--- config.mk ---
export PLATFORM = sky130hd
export DESIGN_NAME = watchdog_timer_with_prescaler_flat
export DESIGN_NICKNAME = d
export VERILOG_FILES = /design/src/hdl/wdtp_pkg.sv /design/src/hdl/wdtp_in_if.sv /design/src/hdl/wdtp_out_if.sv /design/src/hdl/watchdog_timer_with_prescaler.sv /design/src/hdl/wdtp_core.sv /design/src/hdl/wdtp_out_reg.sv /design/src/flat_wrapper.sv
export SDC_FILE = /design/constraint.sdc
export NUM_CORES = 1
export LEC_CHECK = 0
export ABC_AREA = 1
export CORE_UTILIZATION = 60
export CTS_BUF_LIST = sky130_fd_sc_hd__clkbuf_8
export DETAILED_ROUTE_END_ITERATION = 10
export DONT_BUFFER_PORTS = 1
export PLACE_DENSITY_LB_ADDON = 0.05
export SLEW_MARGIN = 20
export SYNTH_ARGS = -nofsm -noshare
export SYNTH_HDL_FRONTEND = slang
export SYNTH_SLANG_ARGS = --single-unit
export TNS_END_PERCENT = 100
--- constraint.sdc ---
create_clock -name clk_i -period 2.55 [get_ports clk_i]
set_clock_uncertainty 0.15 [all_clocks]
set_input_delay 0 -clock clk_i [delete_from_list [all_inputs] [get_ports clk_i]]
set_output_delay 0 -clock clk_i [all_outputs]
set_load 0.005 [all_outputs]
--- src/hdl/wdtp_pkg.sv ---
package wdtp_pkg;

  localparam int unsigned DataWidth   = 32;
  localparam int unsigned OffsetWidth = 8;
  localparam int unsigned PeriodWidth = 15;

  localparam logic [DataWidth-1:0] ConReset = 32'h0000_8001;
  localparam logic [DataWidth-1:0] DatReset = 32'h0000_8000;
  localparam logic [DataWidth-1:0] CntReset = 32'h0000_8000;
  localparam logic [DataWidth-1:0] ClrReset = 32'h0000_0000;

  localparam int unsigned BitEnable      = 5;
  localparam int unsigned BitResetEnable = 0;

  localparam logic [OffsetWidth-1:0] OffControl = 8'd0;
  localparam logic [OffsetWidth-1:0] OffData    = 8'd4;
  localparam logic [OffsetWidth-1:0] OffCount   = 8'd8;
  localparam logic [OffsetWidth-1:0] OffClear   = 8'd12;

  typedef enum logic [1:0] {
    OP_READ  = 2'd0,
    OP_WRITE = 2'd1,
    OP_TICK  = 2'd2
  } op_e;

  typedef struct packed {
    logic [1:0]             operation;
    logic [OffsetWidth-1:0] byte_offset;
    logic [DataWidth-1:0]   write_data;
  } item_t;

  typedef struct packed {
    logic [DataWidth-1:0] read_data;
    logic                 irq_level;
    logic                 reset_pulse;
    logic                 running;
  } result_t;

endpackage

--- src/hdl/wdtp_in_if.sv ---
interface wdtp_in_if;
  logic        valid;
  logic        ready;
  logic [1:0]  operation;
  logic [7:0]  byte_offset;
  logic [31:0] write_data;

  modport source (output valid, output operation, output byte_offset, output write_data,
                  input ready);
  modport sink (input valid, input operation, input byte_offset, input write_data,
                output ready);
endinterface

--- src/hdl/wdtp_out_if.sv ---
interface wdtp_out_if;
  logic        valid;
  logic        ready;
  logic [31:0] read_data;
  logic        irq_level;
  logic        reset_pulse;
  logic        running;

  modport source (output valid, output read_data, output irq_level, output reset_pulse,
                  output running, input ready);
  modport sink (input valid, input read_data, input irq_level, input reset_pulse,
                input running, output ready);
endinterface

--- src/hdl/watchdog_timer_with_prescaler.sv ---
// Watchdog timer with prescaler and divider behind a four-register bus map.
// Input channel item_i carries one word per step: a bus read, a bus write or
// one peripheral clock tick (operation), the register byte offset and the
// write data. Output channel result_o returns one word per input word: the
// read data, the interrupt level, the expiry reset pulse and the running flag.
// Both channels use valid/ready; a word moves when both are high.
// A result passes from the input register to the result register and is
// then offered on result_o. Throughput: one word per cycle while the
// receiver keeps ready high, with the register update and tick decrement
// done as each word leaves the input register.
// A control write with enable set arms a timeout of count x prescaler x
// divider ticks and reloads the registers; expiry raises the interrupt,
// which stays high until reset, and gives a one-tick reset pulse.
// Reset restores the register reset values, disarms the timer and clears
// the interrupt; no word is in flight afterwards.
// When the receiver stalls, results hold in the output register and the
// input register; input ready drops only once both are full.
module watchdog_timer_with_prescaler (
  input  logic      clk_i,
  input  logic      rst_ni,
  wdtp_in_if.sink   item_i,
  wdtp_out_if.source result_o
);
  import wdtp_pkg::*;

  item_t   item;
  logic    core_valid;
  logic    core_ready;
  result_t core_result;

  assign item.operation   = item_i.operation;
  assign item.byte_offset = item_i.byte_offset;
  assign item.write_data  = item_i.write_data;

  wdtp_core u_core (
    .clk_i        (clk_i),
    .rst_ni       (rst_ni),
    .in_valid_i   (item_i.valid),
    .in_ready_o   (item_i.ready),
    .in_item_i    (item),
    .out_ready_i  (core_ready),
    .out_valid_o  (core_valid),
    .out_result_o (core_result)
  );

  wdtp_out_reg u_out_reg (
    .clk_i       (clk_i),
    .rst_ni      (rst_ni),
    .in_valid_i  (core_valid),
    .in_ready_o  (core_ready),
    .in_result_i (core_result),
    .result_o    (result_o)
  );

endmodule

--- src/hdl/wdtp_core.sv ---
module wdtp_core (
  input  logic             clk_i,
  input  logic             rst_ni,
  input  logic             in_valid_i,
  output logic             in_ready_o,
  input  wdtp_pkg::item_t  in_item_i,
  input  logic             out_ready_i,
  output logic             out_valid_o,
  output wdtp_pkg::result_t out_result_o
);
  import wdtp_pkg::*;

  logic                   s1_valid_q;
  item_t                  s1_item_q;
  logic                   advance;

  logic [DataWidth-1:0]   control_q, control_d;
  logic [DataWidth-1:0]   data_q, data_d;
  logic [DataWidth-1:0]   count_q, count_d;
  logic [DataWidth-1:0]   clear_q, clear_d;
  logic                   armed_q, armed_d;
  logic [PeriodWidth-1:0] tick_period_q, tick_period_d;
  logic [PeriodWidth-1:0] period_left_q, period_left_d;
  logic [DataWidth-1:0]   units_left_q, units_left_d;
  logic                   irq_q, irq_d;

  logic [7:0]             pre;
  logic [1:0]             sel;
  logic [PeriodWidth-1:0] period;
  logic [PeriodWidth-1:0] period_dec;
  logic [DataWidth-1:0]   units_dec;
  logic                   en_bit;
  logic                   re_bit;
  logic                   pulse;
  logic [DataWidth-1:0]   rdata;

  assign advance     = s1_valid_q && out_ready_i;
  assign in_ready_o  = !s1_valid_q || advance;
  assign out_valid_o = s1_valid_q;

  always_ff @(posedge clk_i or negedge rst_ni) begin
    if (!rst_ni) begin
      s1_valid_q <= 1'b0;
    end else if (in_ready_o) begin
      s1_valid_q <= in_valid_i;
    end
  end

  always_ff @(posedge clk_i) begin
    if (in_ready_o && in_valid_i) begin
      s1_item_q <= in_item_i;
    end
  end

  assign pre        = s1_item_q.write_data[15:8];
  assign sel        = s1_item_q.write_data[4:3];
  assign period     = PeriodWidth'({(pre == 8'd0) ? 8'd1 : pre, 4'b0000}) << sel;
  assign en_bit     = s1_item_q.write_data[BitEnable];
  assign re_bit     = s1_item_q.write_data[BitResetEnable];
  assign period_dec = period_left_q - PeriodWidth'(1);
  assign units_dec  = units_left_q - DataWidth'(1);

  always_comb begin
    control_d     = control_q;
    data_d        = data_q;
    count_d       = count_q;
    clear_d       = clear_q;
    armed_d       = armed_q;
    tick_period_d = tick_period_q;
    period_left_d = period_left_q;
    units_left_d  = units_left_q;
    irq_d         = irq_q;
    pulse         = 1'b0;
    rdata         = '0;
    unique case (s1_item_q.operation)
      OP_READ: begin
        unique case (s1_item_q.byte_offset)
          OffControl: rdata = control_q;
          OffData:    rdata = data_q;
          OffCount:   rdata = count_q;
          OffClear:   rdata = clear_q;
          default:    rdata = '0;
        endcase
      end
      OP_WRITE: begin
        unique case (s1_item_q.byte_offset)
          OffControl: begin
            control_d = s1_item_q.write_data;
            if (en_bit) begin
              control_d     = ConReset;
              data_d        = DatReset;
              count_d       = CntReset;
              clear_d       = ClrReset;
              tick_period_d = period;
              period_left_d = period;
              units_left_d  = count_q;
              armed_d       = 1'b1;
            end else if (!re_bit) begin
              armed_d = 1'b0;
            end
          end
          OffData:  data_d  = s1_item_q.write_data;
          OffCount: count_d = s1_item_q.write_data;
          OffClear: clear_d = s1_item_q.write_data;
          default: ;
        endcase
      end
      OP_TICK: begin
        if (armed_q) begin
          if (units_left_q == '0) begin
            pulse = 1'b1;
          end else if (period_dec != '0) begin
            period_left_d = period_dec;
          end else begin
            units_left_d  = units_dec;
            period_left_d = tick_period_q;
            pulse         = (units_dec == '0);
          end
          if (pulse) begin
            armed_d = 1'b0;
            irq_d   = 1'b1;
          end
        end
      end
      default: ;
    endcase
  end

  always_ff @(posedge clk_i or negedge rst_ni) begin
    if (!rst_ni) begin
      control_q     <= ConReset;
      data_q        <= DatReset;
      count_q       <= CntReset;
      clear_q       <= ClrReset;
      armed_q       <= 1'b0;
      tick_period_q <= '0;
      period_left_q <= '0;
      units_left_q  <= '0;
      irq_q         <= 1'b0;
    end else if (advance) begin
      control_q     <= control_d;
      data_q        <= data_d;
      count_q       <= count_d;
      clear_q       <= clear_d;
      armed_q       <= armed_d;
      tick_period_q <= tick_period_d;
      period_left_q <= period_left_d;
      units_left_q  <= units_left_d;
      irq_q         <= irq_d;
    end
  end

  assign out_result_o.read_data   = rdata;
  assign out_result_o.irq_level   = irq_d;
  assign out_result_o.reset_pulse = pulse;
  assign out_result_o.running     = armed_d;

  a_irq_sticky: assert property (@(posedge clk_i) disable iff (!rst_ni)
    irq_q |=> irq_q) else $error("irq dropped");

  a_pulse_disarms: assert property (@(posedge clk_i) disable iff (!rst_ni)
    (advance && pulse) |=> (irq_q && !armed_q)) else $error("expiry left timer armed");

  a_period_live: assert property (@(posedge clk_i) disable iff (!rst_ni)
    (armed_q && units_left_q != '0) |-> (period_left_q != '0))
    else $error("armed with empty period");

  a_hold_item: assert property (@(posedge clk_i) disable iff (!rst_ni)
    (s1_valid_q && !out_ready_i) |=> s1_valid_q) else $error("stalled word lost");

endmodule

--- src/hdl/wdtp_out_reg.sv ---
module wdtp_out_reg (
  input  logic              clk_i,
  input  logic              rst_ni,
  input  logic              in_valid_i,
  output logic              in_ready_o,
  input  wdtp_pkg::result_t in_result_i,
  wdtp_out_if.source        result_o
);
  import wdtp_pkg::*;

  logic    valid_q;
  result_t result_q;

  assign in_ready_o = !valid_q || result_o.ready;

  always_ff @(posedge clk_i or negedge rst_ni) begin
    if (!rst_ni) begin
      valid_q <= 1'b0;
    end else if (in_ready_o) begin
      valid_q <= in_valid_i;
    end
  end

  always_ff @(posedge clk_i) begin
    if (in_ready_o && in_valid_i) begin
      result_q <= in_result_i;
    end
  end

  assign result_o.valid       = valid_q;
  assign result_o.read_data   = result_q.read_data;
  assign result_o.irq_level   = result_q.irq_level;
  assign result_o.reset_pulse = result_q.reset_pulse;
  assign result_o.running     = result_q.running;

endmodule

--- src/flat_wrapper.sv ---
// flat-port wrapper written by rule: the top's interface ports become plain ports
module watchdog_timer_with_prescaler_flat import wdtp_pkg::*;
  (clk_i, rst_ni, item_i_valid, item_i_operation, item_i_byte_offset, item_i_write_data, item_i_ready, result_o_valid, result_o_read_data, result_o_irq_level, result_o_reset_pulse, result_o_running, result_o_ready);
  wdtp_in_if item_i_i ();
  wdtp_out_if result_o_i ();
  input  logic clk_i;
  input  logic rst_ni;
  input wire logic [$bits(item_i_i.valid)-1:0] item_i_valid;
  input wire logic [$bits(item_i_i.operation)-1:0] item_i_operation;
  input wire logic [$bits(item_i_i.byte_offset)-1:0] item_i_byte_offset;
  input wire logic [$bits(item_i_i.write_data)-1:0] item_i_write_data;
  output wire logic [$bits(item_i_i.ready)-1:0] item_i_ready;
  output wire logic [$bits(result_o_i.valid)-1:0] result_o_valid;
  output wire logic [$bits(result_o_i.read_data)-1:0] result_o_read_data;
  output wire logic [$bits(result_o_i.irq_level)-1:0] result_o_irq_level;
  output wire logic [$bits(result_o_i.reset_pulse)-1:0] result_o_reset_pulse;
  output wire logic [$bits(result_o_i.running)-1:0] result_o_running;
  input wire logic [$bits(result_o_i.ready)-1:0] result_o_ready;
  assign item_i_i.valid = item_i_valid;
  assign item_i_i.operation = item_i_operation;
  assign item_i_i.byte_offset = item_i_byte_offset;
  assign item_i_i.write_data = item_i_write_data;
  assign item_i_ready = item_i_i.ready;
  assign result_o_valid = result_o_i.valid;
  assign result_o_read_data = result_o_i.read_data;
  assign result_o_irq_level = result_o_i.irq_level;
  assign result_o_reset_pulse = result_o_i.reset_pulse;
  assign result_o_running = result_o_i.running;
  assign result_o_i.ready = result_o_ready;
  watchdog_timer_with_prescaler u_core (.clk_i(clk_i), .rst_ni(rst_ni), .item_i(item_i_i), .result_o(result_o_i));
endmodule
After elaboration in Yosys (flattened, before gate mapping). Cells that the tools add are included.

Add/sub/neg operators: 2. Eq/ne operators: 11. Shift-type cells: 1. Multiplexer cells: 33. Reduce and logical (&&, ||, !) cells: 24.

Operators with widths (count): $mux W32 (8); $pmux W32 S2 (4); $pmux W32 S4 (1); $mux W15 (5); $logic_not A32 Y1 (2); $sub A32 B1 Y32 const B (1); $pmux W15 S2 (1); $eq A8 B4 Y1 const B (2); $logic_not A8 Y1 (2); $reduce_and A4 Y1 (4); $reduce_bool A15 Y1 (1); $shl A12 B2 Y15 (1); $sub A15 B1 Y15 const B (1); $mux W1 (12); $ne A2 B2 Y1 const B (6); $eq A8 B3 Y1 const B (1); $mux W8 (1); $reduce_bool A2 Y1 (4); $reduce_and A7 Y1 (1); $reduce_and A6 Y1 (1); $reduce_and A3 Y1 (1); $eq A2 B1 Y1 const B (1); $eq A2 B2 Y1 const B (1); $logic_and A1 B1 Y1 (2); 5 further kinds (7).

Flip-flop bits (word level): 271. Input port bits: 46. Output and inout bits: 37. Logic and storage cells: 89.

Logic depth before layout (Yosys ltp).
Word-level depth: 9. Depth in mapped cells: 18. Mapped depth without buffers: 17.

Modules after synthesis. Synthesis repeated with hierarchy kept, for this count alone.

Cell total of the unflattened synthesis: 1433. Area, all modules: 12772.2 um^2.

By module, submodules not included: wdtp_core (times used 1, cells each 1392, area each 11676.2 um^2, seq. area each 5970.7 um^2); wdtp_out_reg (times used 1, cells each 41, area each 1096.1 um^2, seq. area each 1076.0 um^2).

Worst setup path after synthesis. No wires, ideal clock.

Kind: reg-to-reg. Start point: register u_core.u_out_reg.valid_q (netlist: u_core.u_out_reg.result_o.valid). End point: register u_core.u_core.units_left_q[17]. Library setup time: 121 ps. Arrival time: 2127 ps. Data required time: 2279 ps. Setup slack: 152 ps. Cell stages (with the launch flop): 10. Path buffers: 1. Period minus slack after synthesis: 2398 ps. Cells stage by stage: dfrtp_1 > nand2_1 > nand2_1 > inv_1 > nand2_1 > nor3_2 > nand2_4 > buf_6 > nand2_2 > o21ai_2.

Longest elaborated chain between the ends: 4.

RTL lines: start: declaration (RTL line wdtp_out_reg.sv:11) `logic valid_q;`; start signal: assignment (RTL line wdtp_out_reg.sv:20) `valid_q <= in_valid_i;`; $logic_not A1 Y1 (RTL line wdtp_out_reg.sv:14) `assign in_ready_o = !valid_q || result_o.ready;`; $logic_or A1 B1 Y1 (RTL line wdtp_out_reg.sv:14); $logic_and A1 B1 Y1 (RTL line wdtp_core.sv:37) `assign advance = s1_valid_q && out_ready_i;`; via u_core.u_core.advance (RTL line wdtp_core.sv:15) `logic advance;`; $reduce_and A7 Y1 (no source line); end signal: assignment (RTL line wdtp_core.sv:148) `units_left_q <= units_left_d;`; end: declaration (RTL line wdtp_core.sv:24) `logic [DataWidth-1:0] units_left_q, units_left_d;`.

The timed path passes the listed nets, and every way through them passes these cells. A chain may end at the register's enable or synchronous reset.

Worst setup path after layout.
Start point: register u_core.u_core.period_left_q[1]. End point: register u_core.u_out_reg.result_q, in the netlist u_core.u_out_reg.result_o.running (data pin).

Longest elaborated chain between the ends: 9.

RTL lines: start: declaration (RTL line wdtp_core.sv:23) `logic [PeriodWidth-1:0] period_left_q, period_left_d;`; start signal: assignment (RTL line wdtp_core.sv:147) `period_left_q <= period_left_d;`; $sub A15 B1 Y15 (RTL line wdtp_core.sv:60) `assign period_dec = period_left_q - PeriodWidth'(1);`; $reduce_bool A15 Y1 (RTL line wdtp_core.sv:112) `end else if (period_dec != '0) begin`; $mux W1 (RTL line wdtp_core.sv:112); $mux W1 (RTL line wdtp_core.sv:110) `if (units_left_q == '0) begin`; $mux W1 (RTL line wdtp_core.sv:109) `if (armed_q) begin`; $mux W1 (RTL line wdtp_core.sv:75) `unique case (s1_item_q.operation)`; $mux W1 (RTL line wdtp_core.sv:119) `if (pulse) begin`; $mux W1 (RTL line wdtp_core.sv:109); $pmux W1 S2 (RTL line wdtp_core.sv:75); via u_core.u_core.armed_d (RTL line wdtp_core.sv:21) `logic armed_q, armed_d;`; end signal: assignment (RTL line wdtp_out_reg.sv:26) `result_q <= in_result_i;`; end: declaration (RTL line wdtp_out_reg.sv:12) `result_t result_q;`.

The timed path passes the listed nets, and every way through them passes these cells. The select of a mux whose other input is x is not followed.

==> metrics.md <==
| Metric | Value |
|---|---|
| Ys flop type | dfrtp_1 |
| Finished Layout Cells | 1,914 |
| Core outline area | 21,000 sq um |
| # diodes | 0 |
| Placed Cells | 1,723 |
| TritonRoute pass-1 iters | 5 |
| Buffers & Inverters on Critical Path | 2 |
| Switching pwr | 4.65 mW |
| Drt drc | 0 |
| Element type at the critical path start | flop |
| Crit-path max FO | 8 |
| Fraction of registers with async set or reset after synthesis | 0.711 |
| Syn Area/Cell | 8.90 sq um |
| Critical path startpoint | u_core.u_core.period_left_q[1]$_DFFE_PN0P_ |
| Comb power frac | 0.288 |
| Per-cell routed wire length | 19.7 um |
| Filler instances | 1,510 |
| Commonest non-fill, non-tap cell in the layout | nand2_1 |
| PwrDens | 839 nW/um^2 |
| Setup violations, final | 0 |
| Arr. time, crit path | 2.66 ns |
| Clk buf depth | 3 |
| Fin Setup TNS | 0 ns |
| Post-route minimum period | 2.51 ns |
| Failing checks | negative hold slack |
| Largest delay contributor family on the critical path | simple AND/OR/NAND/NOR gates |
| Synth Cell Area | 12,800 sq um |
| Kind of critical path | flop to flop |
| Root Buffer | clkbuf_8 |
| Clk sinks | 266 |
| Critical path's slowest cell | dfrtp_1 |
| Vias per inst | 5.77 |
| Io pins | 83 |
| Grt ovf | 0 |
| Global-route usage over all layers | 0.345 |
| Final worst path period share | 0.985 |
| Via count | 11,100 |
| Final Hold Viols | 189 |
| Initial antenna violation count | 0 |
| Outcome | complete, but fails checks |
| Fraction of layout cells with a size suffix above 1 | 0.177 |
| Cells after synthesis | 1,442 |
| Critical R2R Launch | u_core.u_core.period_left_q[1]$_DFFE_PN0P_ |
| Switching share of power | 0.351 |
| HPWL after DPL | 23.1 mm |
| Top cell by count, worst path | nand2_1 |
| Largest net degree at the start of global routing | 190 |
| CTS tree | yes |
| Biggest cell delay along the critical path | 0.41 ns |
| Max-cap violations | 0 |
| Drt first-iter violations | 820 |
| Slew @ Worst Pin | 0.615 ns |
| Setup crit end kind | flop |
| Yosys warns | 0 |
| Final Wtd Congestion | 0.917 |
| Max-slew violations | 0 |
| Seq pwr share | 0.415 |
| Seq cells post-synth | 266 |
| Buffers on Ports | 0 |
| # nets final | 1,656 |
| Most frequent cells in the layout | nand2_1, inv_1, dfrtp_1 |
| CTS clk-pin slew, worst paths | 0.06 ns |
| Peak supply drop | 0.727 mV |
| RSZ-0062 raised after global routing | yes |
| Distinct cell type count after synthesis | 46 |
| Routed wire length | 37.8 mm |
| Die Y-Extent | 148 um |
| Chip Width | 148 um |
| Slew HR | 0.590 |
| Initial core utilization | 0.610 |
| Clk network pwr share | 0.297 |
| Required @ worst endpoint | 2.70 ns |
| Hold WS | -1.01 ns |
| Sequential share of the synthesized area | 0.549 |
| H-tree depth | 2 |
| Leakage Power | 7.19 nW |
| Crit path cell chain | inv_2 > ha_4 > nand2_4 > nor2_4 > nand2_1 > nand2_1 > nand2_2 > nor2_1 > nand2_1 > nor2_2 > nand2_4 > buf_6 > nor2_4 > nand3_4 > nand3_2 > a21boi_0 |
| Row count | 53 |
| First-pass GRT wire length | 58.3 mm |
| CTS Buf Count | 44 |
| Syn Nets | 1,495 |
| Fmax | 0.398 GHz |
| Hold Path Class | primary input to async pin |
| EDFF count, synth | 77 |
| Post-DRT Antenna Nets | 0 |
| Internal cell power | 8.58 mW |
| Number of global-route vias before repair | 10,700 |
| Hold buffers post-CTS | 88 |
| Area Overhead vs Synth | 22.8% |
| Worst skew pair latency | 0.56 ns |
| Die area | 22,000 sq um |
==> Yosys cell counts, types with 6 or more instances <==
cell type	count	area [sq um]
o21ai_1	28	140
ha_1	7	87.6
nor2_1	123	462
o21a_1	22	165
o21ai_2	32	280
buf_2	18	90.1
clkbuf_1	35	131
inv_2	9	33.8
nor2_2	7	43.8
nand4_1	6	37.5
nand2_2	21	131
buf_6	6	67.6
a21oi_1	71	355
inv_1	186	698
o21ai_0	66	330
o22ai_1	108	676
dfrtp_1	185	4630
xor2_1	9	78.8
o21bai_1	7	52.6
nand2_1	284	1070
edfxtp_1	77	2310
nand3_1	80	400
==> flip-flops by register name (all words and copies together) (netlist names) <==
register	cells
u_core.u_out_reg.result_o.read_data	32
u_core.u_core.re_bit	1
u_core.u_core.clear_q	32
u_core.u_core.period_left_q	15
u_core.u_out_reg.result_o.valid	1
u_core.u_core.s1_item_q	32
u_core.u_core.data_q	32
u_core.u_core.en_bit	1
u_core.u_core.count_q	32
u_core.u_core.armed_q	1
u_core.u_core.control_q	31
u_core.u_out_reg.result_o.irq_level	1
u_core.u_core.tick_period_q	11
u_core.u_core.pre	8
u_core.u_core.units_left_q	32
u_core.u_out_reg.result_o.reset_pulse	1
u_core.u_out_reg.result_o.running	1
u_core.u_core.out_valid_o	1
u_core.u_core.irq_q	1
==> through the flow <==
step | power (mW) | instance area (sq um) | worst slack, ns | util | hold slack (ns)
after floorplan | 7.71 | 12800 | 0.152 | - | -0.446
after global placement | 8.77 | 13500 | -0.125 | 0.641 | -0.442
after detailed placement | 8.80 | 13500 | -0.113 | 0.641 | -0.441
after CTS | 12.8 | 15300 | 0.00613 | 0.729 | -1.03
after global routing | 13.9 | 15800 | -0.0860 | 0.750 | -1.04
final | 13.2 | 15800 | 0.0376 | 0.750 | -1.01
==> cell families (layout without fill, tap and decap cells) <==
group | after synthesis | after routing | synth area share
flip-flops | 266 | 266 | 0.549
AO/OA/AOI/OAI | 348 | 348 | 0.165
buffers and inverters | 261 | 457 | 0.0818
AND/OR/NAND/NOR | 547 | 548 | 0.188
multiplexers | 1 | 1 | 0.000780
adder cells (fa/ha/maj) | 7 | 7 | 0.00682
XOR/XNOR | 12 | 12 | 0.00819
==> worst reg2reg max path, cell delays in order, from the launching register on <==
cell and delay, ns:
dfrtp_1 0.41, inv_2 0.10, ha_4 0.18, nand2_4 0.08, nor2_4 0.14, nand2_1 0.06
nand2_1 0.07, nand2_2 0.08, nor2_1 0.11, nand2_1 0.07, nor2_2 0.14, nand2_4 0.08
buf_6 0.14, nor2_4 0.14, nand3_4 0.11, nand3_2 0.09, a21boi_0 0.08
==> power groups by stage <==
stage	clock, mW	sequential, mW	combinational [mW]
after floorplan	0	5.38	2.33
after global placement	0	5.50	3.27
after detailed placement	0	5.49	3.30
after CTS	3.94	5.43	3.47
after global routing	4.15	5.54	4.23
final	3.93	5.48	3.81
==> layout make-up <==
type / count / area [sq um] / share of cell area
clock buffers: 51 / 702 / 0.0445
well taps: 275 / 344 / 0.0218
inverters: 197 / 751 / 0.0476
repair buffers: 178 / 1730 / 0.110
flip-flops and latches: 266 / 7050 / 0.447
clock inverters: 31 / 218 / 0.0138
multi-input cells: 916 / 4960 / 0.315
==> worst paths after layout <==
| kind | slack (ns) | cells after the start | to |
|---|---|---|---|
| min in group clk_i | 0.09 | 4 | u_core.u_out_reg.result_o.valid$_DFFE_PN0P_ |
| hold / removal | -1.01 | 0 | u_core.u_core.period_left_q[10]$_DFFE_PN0P_ |
| setup reg to reg | 0.04 | 16 | u_core.u_out_reg.result_o.running$_DFFE_PP_ |
| max in group asynchronous | 2.98 | 0 | u_core.u_core.control_q[15]$_DFFE_PN1P_ |
| setup / recovery | 0.04 | 16 | u_core.u_out_reg.result_o.running$_DFFE_PP_ |
| hold reg to reg | 0.32 | 2 | u_core.u_core.irq_q$_DFFE_PN0P_ |
==> layer usage <==
metal  wire length, um  vias to the layer above  GRT usage
met5                 0                        -          0
met4               969                        0      0.102
met3              2980                       66     0.0494
met2             18200                      564      0.565
met1             15700                     5291      0.480
li1                  -                     5131          -
==> what timing repair did <==
item                                    CTS  global route
hold endpoints to repair                279           189
endpoints found under the setup margin   12            67
cloned                                    0             7
setup buffers                             0            14
pin swaps                                 0            18
gates resized for setup                   8            59
Power figures use the tool's default switching activity.
